===== src/hdl/als_pkg.sv =====
// shared types and constants for the addressable led serializer
`default_nettype none

package als_pkg;

    localparam logic [1:0] ACT_WRITE = 2'd0;
    localparam logic [1:0] ACT_FILL  = 2'd1;
    localparam logic [1:0] ACT_START = 2'd2;
    localparam logic [1:0] ACT_TICK  = 2'd3;

    localparam logic [1:0] PH_IDLE  = 2'd0;
    localparam logic [1:0] PH_HIGH  = 2'd1;
    localparam logic [1:0] PH_LOW   = 2'd2;
    localparam logic [1:0] PH_LATCH = 2'd3;

    localparam int unsigned CFG_IDX_W  = 3;
    localparam int unsigned CFG_DATA_W = 16;

    localparam logic [CFG_IDX_W-1:0] REG_BRIGHTNESS   = 3'd0;
    localparam logic [CFG_IDX_W-1:0] REG_STRIP_LENGTH = 3'd1;
    localparam logic [CFG_IDX_W-1:0] REG_ZERO_HIGH    = 3'd2;
    localparam logic [CFG_IDX_W-1:0] REG_ZERO_LOW     = 3'd3;
    localparam logic [CFG_IDX_W-1:0] REG_ONE_HIGH     = 3'd4;
    localparam logic [CFG_IDX_W-1:0] REG_ONE_LOW      = 3'd5;
    localparam logic [CFG_IDX_W-1:0] REG_LATCH        = 3'd6;

    localparam logic [7:0]  RST_BRIGHTNESS   = 8'd255;
    localparam logic [10:0] RST_STRIP_LENGTH = 11'd1024;
    localparam logic [7:0]  RST_ZERO_HIGH    = 8'd2;
    localparam logic [7:0]  RST_ZERO_LOW     = 8'd5;
    localparam logic [7:0]  RST_ONE_HIGH     = 8'd5;
    localparam logic [7:0]  RST_ONE_LOW      = 8'd2;
    localparam logic [15:0] RST_LATCH        = 16'd80;

    localparam int unsigned PIXEL_W = 24;

    typedef struct packed {
        logic accept;
        logic clear_we;
        logic fill_we;
        logic sweep_inc;
        logic load_byte;
    } ctrl_cmd_t;

    typedef struct packed {
        logic fill_go;
        logic load_go;
        logic clear_last;
        logic fill_last;
    } dp_stat_t;

endpackage

`default_nettype wire


===== src/hdl/als_ctrl.sv =====
// controller: handshake, clearing pass, fill sweep and byte load sequencing
`default_nettype none

module als_ctrl
    import als_pkg::*;
(
    input  wire logic      clk,
    input  wire logic      rst_n,
    input  wire logic      in_valid,
    output logic           in_ready,
    output logic           out_valid,
    input  wire logic      out_ready,
    input  wire dp_stat_t  stat,
    output ctrl_cmd_t      cmd
);

    localparam logic [1:0] ST_CLEAR = 2'd0;
    localparam logic [1:0] ST_RUN   = 2'd1;
    localparam logic [1:0] ST_FILL  = 2'd2;
    localparam logic [1:0] ST_LOAD  = 2'd3;

    logic [1:0] state_reg;
    logic [1:0] state_next;
    logic       out_valid_reg;
    logic       out_valid_next;
    logic       out_free;
    logic       accept;

    assign out_free = !out_valid_reg || out_ready;
    assign in_ready = (state_reg == ST_RUN) && out_free;
    assign accept   = in_valid && in_ready;
    assign out_valid = out_valid_reg;

    always_comb
    begin
        cmd.accept    = accept;
        cmd.clear_we  = (state_reg == ST_CLEAR);
        cmd.fill_we   = (state_reg == ST_FILL);
        cmd.sweep_inc = (state_reg == ST_CLEAR) || (state_reg == ST_FILL);
        cmd.load_byte = (state_reg == ST_LOAD);
    end

    always_comb
    begin
        state_next = state_reg;
        case (state_reg)
            ST_CLEAR:
            begin
                if (stat.clear_last)
                begin
                    state_next = ST_RUN;
                end
            end
            ST_RUN:
            begin
                if (accept && stat.fill_go)
                begin
                    state_next = ST_FILL;
                end
                else if (accept && stat.load_go)
                begin
                    state_next = ST_LOAD;
                end
            end
            ST_FILL:
            begin
                if (stat.fill_last)
                begin
                    state_next = ST_RUN;
                end
            end
            ST_LOAD:
            begin
                state_next = ST_RUN;
            end
            default:
            begin
                state_next = ST_CLEAR;
            end
        endcase
    end

    always_comb
    begin
        if (accept)
        begin
            out_valid_next = 1'b1;
        end
        else if (out_ready)
        begin
            out_valid_next = 1'b0;
        end
        else
        begin
            out_valid_next = out_valid_reg;
        end
    end

    always_ff @(posedge clk or negedge rst_n)
    begin
        if (!rst_n)
        begin
            state_reg     <= ST_CLEAR;
            out_valid_reg <= 1'b0;
        end
        else
        begin
            state_reg     <= state_next;
            out_valid_reg <= out_valid_next;
        end
    end

endmodule

`default_nettype wire


===== config.mk =====
export PLATFORM = sky130hd
export DESIGN_NAME = als_ctrl
export DESIGN_NICKNAME = d
export VERILOG_FILES = /design/src/hdl/als_pkg.sv /design/src/hdl/als_ctrl.sv
export SDC_FILE = /design/constraint.sdc
export NUM_CORES = 1
export LEC_CHECK = 0
export ABC_AREA = 1
export ABC_CLOCK_PERIOD_IN_PS = 2170
export BUFFER_PORTS_ARGS = -buffer_cell sky130_fd_sc_hd__buf_2
export CORE_AREA = 2 2 39 41
export CTS_BUF_LIST = sky130_fd_sc_hd__clkbuf_8
export DETAILED_ROUTE_END_ITERATION = 6
export DIE_AREA = 0 0 41 43
export PLACE_DENSITY = 0.38
export REMOVE_ABC_BUFFERS = 1
export SYNTH_ARGS = -nofsm -noshare
export SYNTH_HDL_FRONTEND = slang
export SYNTH_SLANG_ARGS = --single-unit

===== constraint.sdc =====
create_clock -name clk -period 2.17 [get_ports clk]
set_clock_uncertainty 0.15 [all_clocks]
set_input_delay 0.217 -clock clk [delete_from_list [all_inputs] [get_ports clk]]
set_output_delay 0.217 -clock clk [all_outputs]
set_load 0.01 [all_outputs]

==> impl_metrics.env <==
export IMPL_status="completed"
export IMPL_finalMaxSlewViolations=0
export IMPL_post_drt_wl_per_cell_um=7.52
export IMPL_layout_nets=53
export IMPL_cts_resized=0
export IMPL_critPathRequiredTime_ns=1.80
export IMPL_r2r_slack_ns=1.07
export IMPL_power_uw=384
export IMPL_post_route_period_util_pct=65.3
export IMPL_rsz0062_at_grt="no"
export IMPL_start_util_pct=13.1
export IMPL_die_height_um=43
export IMPL_worstPathMaxFanout=5
export IMPL_hold_class="primary input to flip-flop"
export IMPL_tritoncts="built"
export IMPL_fp_dieW_um=41
export IMPL_ys_types=11
export IMPL_antenna_cells=0
export IMPL_drive_above_1_share_pct=50.0
export IMPL_clockBufferDepth=2
export IMPL_ys_ff_latch=3
export IMPL_grt_max_degree=6
export IMPL_syn_avg_cell_area_um2=6.98
export IMPL_yosysWarnings=0
export IMPL_leakage_nw=0.200
export IMPL_final_area_um2=319
export IMPL_path_class="flip-flop to primary output"
export IMPL_powerDensity_mw_per_mm2=1200
export IMPL_final_common_cell="buf_2"
export IMPL_tightest_slew_ns=0.173
export IMPL_ys_seq_area_share_pct=41.4
export IMPL_tns_ns=0
export IMPL_dpl_cell_area_um2=264
export IMPL_synthCells=26
export IMPL_drt_iter0_drc=0
export IMPL_largest_register_ffs=2
export IMPL_max_cap_violations=0
export IMPL_drt_first_pass_iters=1
export IMPL_io_pins=15
export IMPL_fmax_mhz=706
export IMPL_critPathLaunchType="flip-flop"
export IMPL_ant_nets=0
export IMPL_row_count=14
export IMPL_cts_sinks=3
export IMPL_via_per_inst=3.38
export IMPL_numCtsBuffers=3
export IMPL_area_growth_syn_to_layout_pct=75.9
export IMPL_fin_hold_ws_ns=0.120
export IMPL_final_cell_mix="14 x buf_2, 6 x inv_1, 4 x nand2_1, 4 x nor2_1"
export IMPL_drc_errors=0
export IMPL_clk_latency_ns=0.22
export IMPL_clockRootBuffer="clkbuf_8"
export IMPL_syn_area_um2=181
export IMPL_num_vias=203
export IMPL_place_congestion=0.691
export IMPL_ir_drop_v=0.000260
export IMPL_grt_overflow_total=0
export IMPL_io_buffers=14
export IMPL_fin_crit_ns=1.42
export IMPL_hold_viol_final=0
export IMPL_crit_arrival_ns=1.05
export IMPL_grt_pass1_wl_um=710
export IMPL_cp_end_kind="primary output"
export IMPL_setup_viol=0
export IMPL_die_area_mm2=0.00176
export IMPL_grt_use_total_pct=7.14
export IMPL_layout_setup_ws_ns=0.753
export IMPL_htreeDepth=1
export IMPL_pre_cts_slack_ns=0.977
export IMPL_antenna_found_initial=0
export IMPL_clkTransAtPathRegs_ns=0.03
export IMPL_relSlewSlack_pct=88.5
export IMPL_hpwl_um=365
export IMPL_grt_pass1_vias=182
export IMPL_coreArea_mm2=0.00138
export IMPL_wirelength_um=451
through the flow:
| step | std cells | utilization (%) |
|---|---|---|
| 6_report | 60 | 23.1 |
| 5_1_grt | 60 | 23.1 |
| 4_1_cts | 60 | 23.1 |
| 3_5_place_dp | 55 | 19.1 |
| 3_3_place_gp | 55 | 19.1 |
| 2_1_floorplan | 25 | - |
repair_timing:
| item | in CTS | in global routing |
|---|---|---|
| hold buffers | 1 | 0 |
| setup buffers | 0 | 0 |
| endpoints found under the hold margin | 3 | 0 |
| endpoints found under the setup margin | 0 | 0 |
logic make-up after synthesis:
kind of cell / count (synthesis) / share of synthesized area, %
AO/OA/AOI/OAI: 2 / 5.52
AND/OR/NAND/NOR: 12 / 32.4
flip-flops: 3 / 41.4
buffers and inverters: 9 / 20.7
layer usage:
| layer | vias to the layer above | part of all wire (%) | GRT usage (%) |
|---|---|---|---|
| met3 | 2 | 10 | 4.71 |
| met4 | 0 | 2.2 | 10.0 |
| met5 | - | 0 | 0 |
| met1 | 84 | 37 | 7.12 |
| li1 | 109 | - | - |
| met2 | 8 | 50 | 7.81 |
critical path, stage by stage, from the launching register on:
cell     delay (ns)
dfrtp_1        0.41
inv_2          0.05
nor2_2         0.09
nand3_2        0.10
inv_1          0.06
buf_2          0.12
final timing paths:
| check | start | end | cells after the start |
|---|---|---|---|
| worst max-delay path | state_reg[0] | cmd[4] | 5 |
| worst min-delay path | stat[1] | state_reg[0] | 3 |
| worst max register to register | state_reg[0] | state_reg[0] | 4 |
| worst min register to register | out_valid | out_valid | 2 |
| max in group asynchronous | rst_n | state_reg[0] | 2 |
| min in group asynchronous | rst_n | state_reg[1] | 2 |
where the power goes:
part           total (mW)  switching [mW]  internal [mW]
Sequential         0.0921          0.0177         0.0745
Clock               0.160          0.0391          0.121
Combinational       0.132          0.0744         0.0577
Total               0.384           0.131          0.253
synth_stat cells (all sizes together):
cell type,count,area (um2)
nand2,4,15.0
nand3,1,10.0
nor2,6,27.5
buf,1,7.51
o21ai,2,10.0
clkinv,1,3.75
and3,1,6.26
inv,7,26.3
dfrtp,3,75.1
area by class of cell:
class                      count  area [um2]
sequential                     3        75.1
tap                           16        20.0
multi-input combinational     14        68.8
fill                         165        1060
clock buffer                   3        41.3
inverter                       8        30.0
timing repair buffer          15        80.1
clock inverter                 1        3.75
No activity file was read; power rests on OpenSTA's default activity.
